$ cat src/design/ipmd_pkg.sv
package ipmd_pkg;

  localparam int unsigned MAC_BYTES_DEF = 14;
  localparam int unsigned IP_HDR_BYTES  = 20;
  localparam int unsigned TDATA_W       = 16;

  localparam logic [1:0] KIND_INNER   = 2'd0;
  localparam logic [1:0] KIND_PASS    = 2'd1;
  localparam logic [1:0] KIND_VERDICT = 2'd2;

  localparam logic [1:0] VERD_SPLIT  = 2'd0;
  localparam logic [1:0] VERD_ACCEPT = 2'd1;
  localparam logic [1:0] VERD_DROP   = 2'd2;

  // what one accepted item has to put out before its optional verdict
  localparam logic [1:0] PLAN_NONE   = 2'd0;
  localparam logic [1:0] PLAN_FLUSH  = 2'd1;
  localparam logic [1:0] PLAN_PREFIX = 2'd2;
  localparam logic [1:0] PLAN_BYTE   = 2'd3;

  typedef struct packed {
    logic step;
    logic rd;
    logic ld_mem;
    logic ld_inner;
    logic ld_byte;
    logic ld_verd;
  } cmd_t;

  typedef struct packed {
    logic [1:0] plan_d;
    logic       verd_d;
    logic [1:0] plan_q;
    logic       verd_q;
    logic       mem_last;
    logic       inner_last;
    logic       slot_free;
  } sts_t;

endpackage

$ cat src/design/ipmd_ctrl.sv
module ipmd_ctrl #(
  parameter int unsigned MAC_BYTES = ipmd_pkg::MAC_BYTES_DEF
) (
  input  logic            clk_i,
  input  logic            rst_ni,
  input  logic            in_valid_i,
  output logic            in_ready_o,
  input  ipmd_pkg::sts_t  sts_i,
  output ipmd_pkg::cmd_t  cmd_o
);
  import ipmd_pkg::*;

  localparam logic [2:0] S_IDLE  = 3'd0;
  localparam logic [2:0] S_RD    = 3'd1;
  localparam logic [2:0] S_MEM   = 3'd2;
  localparam logic [2:0] S_INNER = 3'd3;
  localparam logic [2:0] S_BYTE  = 3'd4;
  localparam logic [2:0] S_VERD  = 3'd5;

  logic [2:0] state_q, state_d;

  always_ff @(posedge clk_i or negedge rst_ni) begin
    if (!rst_ni) begin
      state_q <= S_IDLE;
    end else begin
      state_q <= state_d;
    end
  end

  assign in_ready_o = (state_q == S_IDLE);

  always_comb begin
    state_d = state_q;
    cmd_o   = '0;
    unique case (state_q)
      S_IDLE: begin
        if (in_valid_i) begin
          cmd_o.step = 1'b1;
          unique case (sts_i.plan_d)
            PLAN_FLUSH:  state_d = S_RD;
            PLAN_PREFIX: state_d = (MAC_BYTES > 0) ? S_RD : S_INNER;
            PLAN_BYTE:   state_d = S_BYTE;
            default:     state_d = sts_i.verd_d ? S_VERD : S_IDLE;
          endcase
        end
      end
      S_RD: begin
        cmd_o.rd = 1'b1;
        state_d  = S_MEM;
      end
      S_MEM: begin
        if (sts_i.slot_free) begin
          cmd_o.ld_mem = 1'b1;
          if (!sts_i.mem_last) begin
            state_d = S_RD;
          end else if (sts_i.plan_q == PLAN_PREFIX) begin
            state_d = S_INNER;
          end else begin
            state_d = sts_i.verd_q ? S_VERD : S_IDLE;
          end
        end
      end
      S_INNER: begin
        if (sts_i.slot_free) begin
          cmd_o.ld_inner = 1'b1;
          if (sts_i.inner_last) begin
            state_d = sts_i.verd_q ? S_VERD : S_IDLE;
          end
        end
      end
      S_BYTE: begin
        if (sts_i.slot_free) begin
          cmd_o.ld_byte = 1'b1;
          state_d = sts_i.verd_q ? S_VERD : S_IDLE;
        end
      end
      S_VERD: begin
        if (sts_i.slot_free) begin
          cmd_o.ld_verd = 1'b1;
          state_d = S_IDLE;
        end
      end
      default: state_d = S_IDLE;
    endcase
  end

endmodule

$ cat src/design/ipmd_dp.sv
module ipmd_dp #(
  parameter int unsigned MAC_BYTES = ipmd_pkg::MAC_BYTES_DEF
) (
  input  logic                          clk_i,
  input  logic                          rst_ni,
  input  logic                          cfg_we_i,
  input  logic                          cfg_idx_i,
  input  logic [15:0]                   cfg_wdata_i,
  input  logic [7:0]                    byte_i,
  input  logic                          last_i,
  input  ipmd_pkg::cmd_t                cmd_i,
  output ipmd_pkg::sts_t                sts_o,
  input  logic                          m_ready_i,
  output logic                          m_valid_o,
  output logic [ipmd_pkg::TDATA_W-1:0]  m_data_o,
  output logic [1:0]                    m_user_o,
  output logic                          m_last_o
);
  import ipmd_pkg::*;

  localparam int unsigned HOLD     = MAC_BYTES + 10;
  localparam int unsigned PROTO    = MAC_BYTES + 9;
  localparam int unsigned HW       = $clog2(HOLD);
  localparam int unsigned CW       = $clog2(HOLD + 1);
  localparam int unsigned IDXW     = $clog2(MAC_BYTES + IP_HDR_BYTES + 1);
  localparam int unsigned PAD      = TDATA_W - 12;

  localparam logic CFG_META   = 1'b0;
  localparam logic CFG_MAXLEN = 1'b1;

  localparam logic [2:0] PH_HEADER     = 3'd0;
  localparam logic [2:0] PH_PASS       = 3'd1;
  localparam logic [2:0] PH_OUTER      = 3'd2;
  localparam logic [2:0] PH_INNER_HEAD = 3'd3;
  localparam logic [2:0] PH_INNER_BODY = 3'd4;
  localparam logic [2:0] PH_TRAIL      = 3'd5;
  localparam logic [2:0] PH_DISCARD    = 3'd6;

  logic [7:0]      meta_q;
  logic [15:0]     maxlen_q;

  logic [2:0]      phase_q, phase_d;
  logic [IDXW-1:0] idx_q, idx_d, idx_inc;
  logic [15:0]     orem_q, orem_d;
  logic [15:0]     ileft_q, ileft_d, ileft_dec;
  logic [7:0]      olen_hi_q, olen_lo_q;
  logic [15:0]     olen, ilen;

  logic [7:0]      hold_mem [HOLD];
  logic [7:0]      rdata_q;
  logic [7:0]      ihold_q [4];

  logic [1:0]      plan_q, plan_d;
  logic [CW-1:0]   lim_q, lim_d;
  logic            fend_q, fend_d;
  logic [1:0]      bkind_q, bkind_d;
  logic            bend_q, bend_d;
  logic [7:0]      bdata_q;
  logic            verd_q;
  logic [1:0]      verdict_q, verdict_d;

  logic [CW-1:0]   cnt_q;
  logic [1:0]      icnt_q;
  logic            mem_last;

  logic            out_valid_q;
  logic [1:0]      out_kind_q;
  logic [7:0]      out_data_q;
  logic            out_start_q, out_end_q, out_last_q;
  logic [1:0]      out_verd_q;
  logic            ld_any;

  assign olen      = {olen_hi_q, olen_lo_q};
  assign ilen      = {ihold_q[2], byte_i};
  assign idx_inc   = idx_q + 1'b1;
  assign ileft_dec = ileft_q - 16'(ileft_q != 16'd0);

  always_comb begin
    phase_d   = phase_q;
    idx_d     = idx_q;
    orem_d    = orem_q;
    ileft_d   = ileft_q;
    plan_d    = PLAN_NONE;
    lim_d     = CW'(MAC_BYTES);
    fend_d    = 1'b0;
    bkind_d   = KIND_INNER;
    bend_d    = 1'b0;
    verdict_d = VERD_DROP;
    unique case (phase_q)
      PH_HEADER: begin
        idx_d = idx_inc;
        if (idx_q == IDXW'(PROTO)) begin
          if (byte_i != meta_q) begin
            plan_d  = PLAN_FLUSH;
            lim_d   = CW'(HOLD);
            fend_d  = last_i;
            phase_d = PH_PASS;
          end else begin
            phase_d = PH_OUTER;
          end
        end else if (last_i) begin
          plan_d = PLAN_FLUSH;
          lim_d  = CW'(idx_inc);
          fend_d = 1'b1;
        end
      end
      PH_PASS: begin
        plan_d  = PLAN_BYTE;
        bkind_d = KIND_PASS;
        bend_d  = last_i;
      end
      PH_OUTER: begin
        idx_d = idx_inc;
        if (idx_q == IDXW'(MAC_BYTES + IP_HDR_BYTES - 1)) begin
          idx_d = '0;
          if (olen < 16'(IP_HDR_BYTES)) begin
            phase_d = PH_DISCARD;
          end else begin
            orem_d  = olen - 16'(IP_HDR_BYTES);
            phase_d = (orem_d != 16'd0) ? PH_INNER_HEAD : PH_TRAIL;
          end
        end
      end
      PH_INNER_HEAD: begin
        idx_d = idx_inc;
        if (idx_q == IDXW'(3)) begin
          idx_d = '0;
          if (ilen < 16'(IP_HDR_BYTES) || ilen > orem_q || ilen > maxlen_q) begin
            phase_d = PH_DISCARD;
          end else begin
            plan_d  = PLAN_PREFIX;
            ileft_d = ilen - 16'd4;
            orem_d  = orem_q - ilen;
            phase_d = PH_INNER_BODY;
          end
        end
      end
      PH_INNER_BODY: begin
        ileft_d = ileft_dec;
        plan_d  = PLAN_BYTE;
        bkind_d = KIND_INNER;
        bend_d  = (ileft_dec == 16'd0);
        if (ileft_dec == 16'd0) begin
          phase_d = (orem_q != 16'd0) ? PH_INNER_HEAD : PH_TRAIL;
        end
      end
      default: ;
    endcase
    if (last_i) begin
      priority if (phase_d == PH_PASS || phase_d == PH_HEADER) begin
        verdict_d = VERD_ACCEPT;
      end else if (phase_d == PH_TRAIL) begin
        verdict_d = VERD_SPLIT;
      end else begin
        verdict_d = VERD_DROP;
      end
      phase_d = PH_HEADER;
      idx_d   = '0;
      orem_d  = '0;
      ileft_d = '0;
    end
  end

  always_ff @(posedge clk_i or negedge rst_ni) begin
    if (!rst_ni) begin
      meta_q   <= 8'd253;
      maxlen_q <= 16'd1500;
    end else if (cfg_we_i) begin
      unique case (cfg_idx_i)
        CFG_META:   meta_q   <= cfg_wdata_i[7:0];
        CFG_MAXLEN: maxlen_q <= cfg_wdata_i;
        default: ;
      endcase
    end
  end

  always_ff @(posedge clk_i or negedge rst_ni) begin
    if (!rst_ni) begin
      phase_q <= PH_HEADER;
      idx_q   <= '0;
      orem_q  <= '0;
      ileft_q <= '0;
      plan_q  <= PLAN_NONE;
      verd_q  <= 1'b0;
      cnt_q   <= '0;
      icnt_q  <= '0;
    end else begin
      if (cmd_i.step) begin
        phase_q <= phase_d;
        idx_q   <= idx_d;
        orem_q  <= orem_d;
        ileft_q <= ileft_d;
        plan_q  <= plan_d;
        verd_q  <= last_i;
        cnt_q   <= '0;
        icnt_q  <= '0;
      end
      if (cmd_i.ld_mem) begin
        cnt_q <= cnt_q + 1'b1;
      end
      if (cmd_i.ld_inner) begin
        icnt_q <= icnt_q + 1'b1;
      end
    end
  end

  // item plan and held bytes: payload, no reset
  always_ff @(posedge clk_i) begin
    if (cmd_i.step) begin
      lim_q     <= lim_d;
      fend_q    <= fend_d;
      bkind_q   <= bkind_d;
      bend_q    <= bend_d;
      bdata_q   <= byte_i;
      verdict_q <= verdict_d;
      if (phase_q == PH_HEADER && idx_q == IDXW'(MAC_BYTES + 2)) begin
        olen_hi_q <= byte_i;
      end
      if (phase_q == PH_HEADER && idx_q == IDXW'(MAC_BYTES + 3)) begin
        olen_lo_q <= byte_i;
      end
      if (phase_q == PH_INNER_HEAD) begin
        ihold_q[idx_q[1:0]] <= byte_i;
      end
    end
  end

  always_ff @(posedge clk_i) begin
    if (cmd_i.step && phase_q == PH_HEADER) begin
      hold_mem[idx_q[HW-1:0]] <= byte_i;
    end
  end

  always_ff @(posedge clk_i) begin
    if (cmd_i.rd) begin
      rdata_q <= hold_mem[cnt_q[HW-1:0]];
    end
  end

  assign mem_last = ((cnt_q + 1'b1) == lim_q);
  assign ld_any   = cmd_i.ld_mem | cmd_i.ld_inner | cmd_i.ld_byte | cmd_i.ld_verd;

  always_ff @(posedge clk_i or negedge rst_ni) begin
    if (!rst_ni) begin
      out_valid_q <= 1'b0;
    end else if (ld_any) begin
      out_valid_q <= 1'b1;
    end else if (m_ready_i) begin
      out_valid_q <= 1'b0;
    end
  end

  always_ff @(posedge clk_i) begin
    priority if (cmd_i.ld_mem) begin
      out_kind_q  <= (plan_q == PLAN_FLUSH) ? KIND_PASS : KIND_INNER;
      out_data_q  <= rdata_q;
      out_start_q <= (cnt_q == '0);
      out_end_q   <= (plan_q == PLAN_FLUSH) && fend_q && mem_last;
      out_verd_q  <= VERD_SPLIT;
      out_last_q  <= (plan_q == PLAN_FLUSH) && mem_last && !verd_q;
    end else if (cmd_i.ld_inner) begin
      out_kind_q  <= KIND_INNER;
      out_data_q  <= ihold_q[icnt_q];
      out_start_q <= (MAC_BYTES == 0) && (icnt_q == 2'd0);
      out_end_q   <= 1'b0;
      out_verd_q  <= VERD_SPLIT;
      out_last_q  <= (icnt_q == 2'd3) && !verd_q;
    end else if (cmd_i.ld_byte) begin
      out_kind_q  <= bkind_q;
      out_data_q  <= bdata_q;
      out_start_q <= 1'b0;
      out_end_q   <= bend_q;
      out_verd_q  <= VERD_SPLIT;
      out_last_q  <= !verd_q;
    end else if (cmd_i.ld_verd) begin
      out_kind_q  <= KIND_VERDICT;
      out_data_q  <= 8'd0;
      out_start_q <= 1'b0;
      out_end_q   <= 1'b0;
      out_verd_q  <= verdict_q;
      out_last_q  <= 1'b1;
    end else begin
      out_kind_q  <= out_kind_q;
    end
  end

  assign sts_o.plan_d     = plan_d;
  assign sts_o.verd_d     = last_i;
  assign sts_o.plan_q     = plan_q;
  assign sts_o.verd_q     = verd_q;
  assign sts_o.mem_last   = mem_last;
  assign sts_o.inner_last = (icnt_q == 2'd3);
  assign sts_o.slot_free  = !out_valid_q || m_ready_i;

  assign m_valid_o = out_valid_q;
  assign m_data_o  = {{PAD{1'b0}}, out_verd_q, out_end_q, out_start_q, out_data_q};
  assign m_user_o  = out_kind_q;
  assign m_last_o  = out_last_q;

endmodule

$ cat src/design/ip_meta_packet_deaggregator.sv
// Splits frames whose outer IP protocol equals meta_protocol into their inner
// IP packets, each re-prefixed with the frame's MAC header; other frames pass
// through, and every frame ends with one verdict item (split, accept, drop).
// Each input byte is accepted only in the idle state; a byte that yields
// an output byte then passes through the byte-load state, and frame end
// adds the verdict-load state. A header flush or inner packet start
// replays held header bytes from a single-port buffer with registered read,
// a read state and a load state per byte, then the four inner header bytes.
// Output stalls hold the input off. No clearing pass after reset.
module ip_meta_packet_deaggregator #(
  parameter int unsigned MAC_BYTES = ipmd_pkg::MAC_BYTES_DEF
) (
  input  logic                          clk_i,
  input  logic                          rst_ni,
  input  logic                          cfg_we_i,
  input  logic                          cfg_idx_i,
  input  logic [15:0]                   cfg_wdata_i,
  input  logic                          s_axis_tvalid_i,
  output logic                          s_axis_tready_o,
  input  logic [7:0]                    s_axis_tdata_i,  // [7:0] frame_byte
  input  logic                          s_axis_tlast_i,  // frame_end
  output logic                          m_axis_tvalid_o,
  input  logic                          m_axis_tready_i,
  // [7:0] out_data, [8] packet_start, [9] packet_end, [11:10] verdict
  output logic [ipmd_pkg::TDATA_W-1:0]  m_axis_tdata_o,
  output logic [1:0]                    m_axis_tuser_o,  // [1:0] out_kind
  output logic                          m_axis_tlast_o   // run_last
);
  import ipmd_pkg::*;

  cmd_t cmd;
  sts_t sts;

  ipmd_ctrl #(
    .MAC_BYTES (MAC_BYTES)
  ) u_ctrl (
    .clk_i      (clk_i),
    .rst_ni     (rst_ni),
    .in_valid_i (s_axis_tvalid_i),
    .in_ready_o (s_axis_tready_o),
    .sts_i      (sts),
    .cmd_o      (cmd)
  );

  ipmd_dp #(
    .MAC_BYTES (MAC_BYTES)
  ) u_dp (
    .clk_i       (clk_i),
    .rst_ni      (rst_ni),
    .cfg_we_i    (cfg_we_i),
    .cfg_idx_i   (cfg_idx_i),
    .cfg_wdata_i (cfg_wdata_i),
    .byte_i      (s_axis_tdata_i),
    .last_i      (s_axis_tlast_i),
    .cmd_i       (cmd),
    .sts_o       (sts),
    .m_ready_i   (m_axis_tready_i),
    .m_valid_o   (m_axis_tvalid_o),
    .m_data_o    (m_axis_tdata_o),
    .m_user_o    (m_axis_tuser_o),
    .m_last_o    (m_axis_tlast_o)
  );

`ifndef ASSERT_OFF
  a_one_load: assert property (@(posedge clk_i) disable iff (!rst_ni)
    $onehot0({cmd.ld_mem, cmd.ld_inner, cmd.ld_byte, cmd.ld_verd}))
    else $error("more than one output load");

  a_load_free: assert property (@(posedge clk_i) disable iff (!rst_ni)
    (cmd.ld_mem || cmd.ld_inner || cmd.ld_byte || cmd.ld_verd) |-> sts.slot_free)
    else $error("output register overwritten");

  a_verdict_last: assert property (@(posedge clk_i) disable iff (!rst_ni)
    (m_axis_tvalid_o && m_axis_tuser_o == KIND_VERDICT) |-> m_axis_tlast_o)
    else $error("verdict item not marked last");

  a_step_idle: assert property (@(posedge clk_i) disable iff (!rst_ni)
    cmd.step |-> !(cmd.rd || cmd.ld_mem || cmd.ld_inner || cmd.ld_byte || cmd.ld_verd))
    else $error("item accepted during output sequence");
`endif

endmodule
$ cat config.mk
export PLATFORM = sky130hd
export DESIGN_NAME = ip_meta_packet_deaggregator
export DESIGN_NICKNAME = d
export VERILOG_FILES = /design/src/design/ipmd_pkg.sv /design/src/design/ipmd_ctrl.sv /design/src/design/ipmd_dp.sv /design/src/design/ip_meta_packet_deaggregator.sv
export SDC_FILE = /design/constraint.sdc
export NUM_CORES = 1
export LEC_CHECK = 0
export BUFFER_PORTS_ARGS = -buffer_cell sky130_fd_sc_hd__buf_2
export CORE_UTILIZATION = 35
export CTS_BUF_LIST = sky130_fd_sc_hd__clkbuf_2
export DETAILED_ROUTE_END_ITERATION = 10
export GPL_TIMING_DRIVEN = 1
export PLACE_DENSITY = 0.47
export SYNTH_ARGS = -nofsm -noshare
export SYNTH_HDL_FRONTEND = slang
export SYNTH_HIERARCHICAL = 1
export SYNTH_SLANG_ARGS = --single-unit
export TNS_END_PERCENT = 1
$ cat constraint.sdc
create_clock -name clk_i -period 4.1 [get_ports clk_i]
set_input_delay 0.615 -clock clk_i [delete_from_list [all_inputs] [get_ports clk_i]]
set_output_delay 0.615 -clock clk_i [all_outputs]
set_load 0.005 [all_outputs]
==> results.cfg <==
[outcome]
status = complete, no violations

[sta]
period_share = 0.8954
worstMarginPinSlew_ns = 1.059
maxSlewViolCount = 0
period_needed_ns = 3.671
rsz0062_at_grt = no
fmax_mhz = 272.4
setup_viol = 0
setup_tns_ns = 0
slew_headroom = 0.2920
fin_skew_ns = 0.09264
hold_viol_final = 0

[power]
seq_power_share = 0.450
p_per_area_nw_per_um2 = 556.4
ir_drop_v = 0.0001699
p_sw_w = 0.003966
p_int_w = 0.007024
p_sw_frac = 0.3609
clkPwrFrac = 0.234
p_leak_nw = 7.236
p_comb_frac = 0.316

[detailed_routing]
dr.pass1.iters = 6
drc_errors = 0
drt-vias-per-instance = 5.134
num_vias = 11300
wl_per_cell_um = 21.23
drt-total-wl_um = 46730
antenna_left = 0
dr.first_iter.drc_count = 860

[critical_path]
rr_worst_depth = 14
critPathKind = reg -> reg
cp-end-kind = register
cp_data_arrival_time_ns = 4.56
r2r_end = u_ctrl/state_q[2]
crit_path_start_kind = register
rrSetupSlack_ns = 0.43
path_max_fanout = 7
worstPathRequired_ns = 4.99
r2r_start = u_dp/ihold_q[2][3]

[global_routing]
grt_pass1_wl_um = 70640
overflow = 0
grt_max_degree = 45
grt_use_total = 0.1906
first_global_vias = 11490
antenna_found_initial = 1

[synth]
synth_edf_count = 279
synth-seq-cells = 360
synth_top_family_by_area = multiplexers
synthArstFlopShare = 0.2194
synth_compound_area_frac = 0.09184
synth_top_cell_area_share = 0.4846
synth_seq_area_share = 0.6023
ys_top_cells_by_area = edfxtp_1 (48%), dfrtp_1 (9.4%), mux4_2 (8.3%), ha_1 (3.3%), dfstp_2 (2.1%)
synth_commonest_cells = edfxtp_1 (279), nor2_1 (90), nand2_1 (86)
syn_avg_cell_area_um2 = 13.54
synth_fa_ha_area_frac = 0.03445
syn_area_um2 = 17290
synthSimpleGateAreaFrac = 0.1022
synth_ff_type = edfxtp_1
synth.most_common_cell = edfxtp_1
ys_types = 86
synth_top_area_cell = edfxtp_1
synthCells = 1277
synthXorXnorAreaFrac = 0.02482
synth_warnings = 6
yosys-mux-area-fraction = 0.1128

[clock_network]
cts_sinks = 360
post_cts_buffers = 0
clk_pin_slew_ns = 0.11
cts_resized = 0
cts_buffer_depth = 3
numCtsBuffers = 96
cts_tree = yes
postCtsHoldBufs = 29
clk_latency_ns = 1.07
htreeDepth = 3
cts_root_buf = clkbuf_2

[placement]
portBuffers = 47
gp_routability_congestion = 0.8079
place_hpwl_um = 32000
dpl.cell_count = 1991

[min_path]
min_from = s_axis_tdata_i[2]
min_path_cells = 2
hp-class = in -> reg
min_to = u_dp/hold_mem[23][2]

[floorplanning]
core-area_um2 = 48850
die_x_um = 224.2
die_area_um2 = 50290
die_y_um = 224.2
rows = 81
start_util = 0.3539
io_pins = 52

[run]
maxCapViolCount = 0

[final_layout]
syn_to_final_growth_pct = 14.26
final_layout_size_suffix_gt1_frac = 0.2669
fin_nets = 1532
stdcell_count = 2201
-- how the worst max path moves through the flow --
stage | start | endpoint | cells after the start
6_report | u_dp/ihold_q[2][3] | u_ctrl/state_q[2] | 14
5_1_grt | u_dp/ileft_q[10] | u_dp/verdict_q[0] | 14
4_1_cts | u_dp/ileft_q[10] | u_dp/verdict_q[0] | 14
3_5_place_dp | s_axis_tdata_i[0] | u_ctrl/state_q[2] | 16
3_3_place_gp | s_axis_tdata_i[0] | u_ctrl/state_q[0] | 16
2_1_floorplan | s_axis_tdata_i[0] | u_ctrl/state_q[0] | 14
-- critical path, stage by stage, from the launching register on --
cell	delay, ns
edfxtp_1	0.59
ha_1	0.36
and4_1	0.22
and3_1	0.18
a221oi_1	0.28
a31oi_1	0.26
nor4_1	0.30
buf_4	0.18
nor2b_1	0.04
o21ai_1	0.20
inv_1	0.07
ha_1	0.20
mux2_2	0.27
a222oi_1	0.24
o32ai_1	0.12
-- metal layers --
layer	vias up	GRT usage	wire (um)
met5	-	0	0
met3	60	0.03566	2370
met2	320	0.3023	21710
met1	5644	0.2612	21610
li1	5276	-	-
met4	0	0.06869	1051
-- cell type report --
type,instances,area (um2)
inverter,57,214.0
sequential,360,10420
multi-input combinational,797,6356
clock inverter,37,192.7
fill,4767,29100
antenna,1,2.502
clock buffer,143,715.7
timing repair buffer,142,1023
tap,664,830.8
-- state kept, by name, summed over array words and instances (netlist names), 5 cells and up --
name and flops:
u_dp/ihold_q 32, u_dp/olen_hi_q 8, u_dp/maxlen_q 16, u_dp/meta_q 8, u_dp/ileft_q 16, u_dp/rdata_q 8
u_dp/bdata_q 8, u_dp/out_data_q 8, u_dp/lim_q 5, u_dp/idx_q 6, u_dp/cnt_q 5, u_dp/orem_q 16
u_dp/olen_lo_q 8, u_dp/hold_mem 192
-- through the flow --
| stage | total power, W | utilization | worst slack [ns] | hold WS (ns) | instance area (um2) |
|---|---|---|---|---|---|
| finish | 0.01099 | 0.4044 | 0.4287 | 0.1740 | 19750 |
| global route | 0.01174 | 0.4044 | 0.09514 | 0.04717 | 19750 |
| global placement | 0.008494 | 0.3798 | 0.3215 | 0.4811 | 18550 |
| floorplan | 0.007399 | - | 0.6041 | 0.3194 | 17300 |
| CTS | 0.01116 | 0.4043 | 0.3881 | 0.02926 | 19750 |
| detailed placement | 0.008503 | 0.3798 | 0.3222 | 0.4968 | 18550 |
-- layout by cell type, fill, tap and decap left out, types with 9 or more instances in the layout --
cell type,count
nand2_1,86
a21oi_1,59
dfrtp_1,63
buf_4,67
buf_2,46
nand3_1,13
inv_1,56
a21o_1,10
nor2_1,90
edfxtp_1,279
xnor2_1,35
ha_1,46
mux4_2,64
a22oi_1,10
nor4_1,12
and3_1,10
and2_1,9
nor2b_1,14
clkbuf_2,143
o31ai_1,17
o21ai_0,46
nand4_1,13
nor3_1,26
mux2_2,31
dlygate4sd3_1,29
nand2b_1,24
dfstp_2,14
a31oi_1,12
mux2i_1,16
clkinv_1,29
xor2_1,14
o21ai_1,30
-- cell families after synthesis --
kind of cell,Yosys count
buffers and inverters,123
xor gates and xnor gates,49
adders and majority gates,47
and+or+nand+nor,343
AOI/OAI and AO/OA,243
DFF,360
other,1
muxes,111
-- power by group through the flow --
stage	Sequential (W)	Clock, W	Combinational (W)
CTS	0.00495	0.00270	0.00351
detailed placement	0.00503	0	0.00347
floorplan	0.00478	0	0.00262
global placement	0.00503	0	0.00346
finish	0.00494	0.00257	0.00347
global route	0.00502	0.00289	0.00383
No activity file was read; power rests on OpenSTA's default activity.
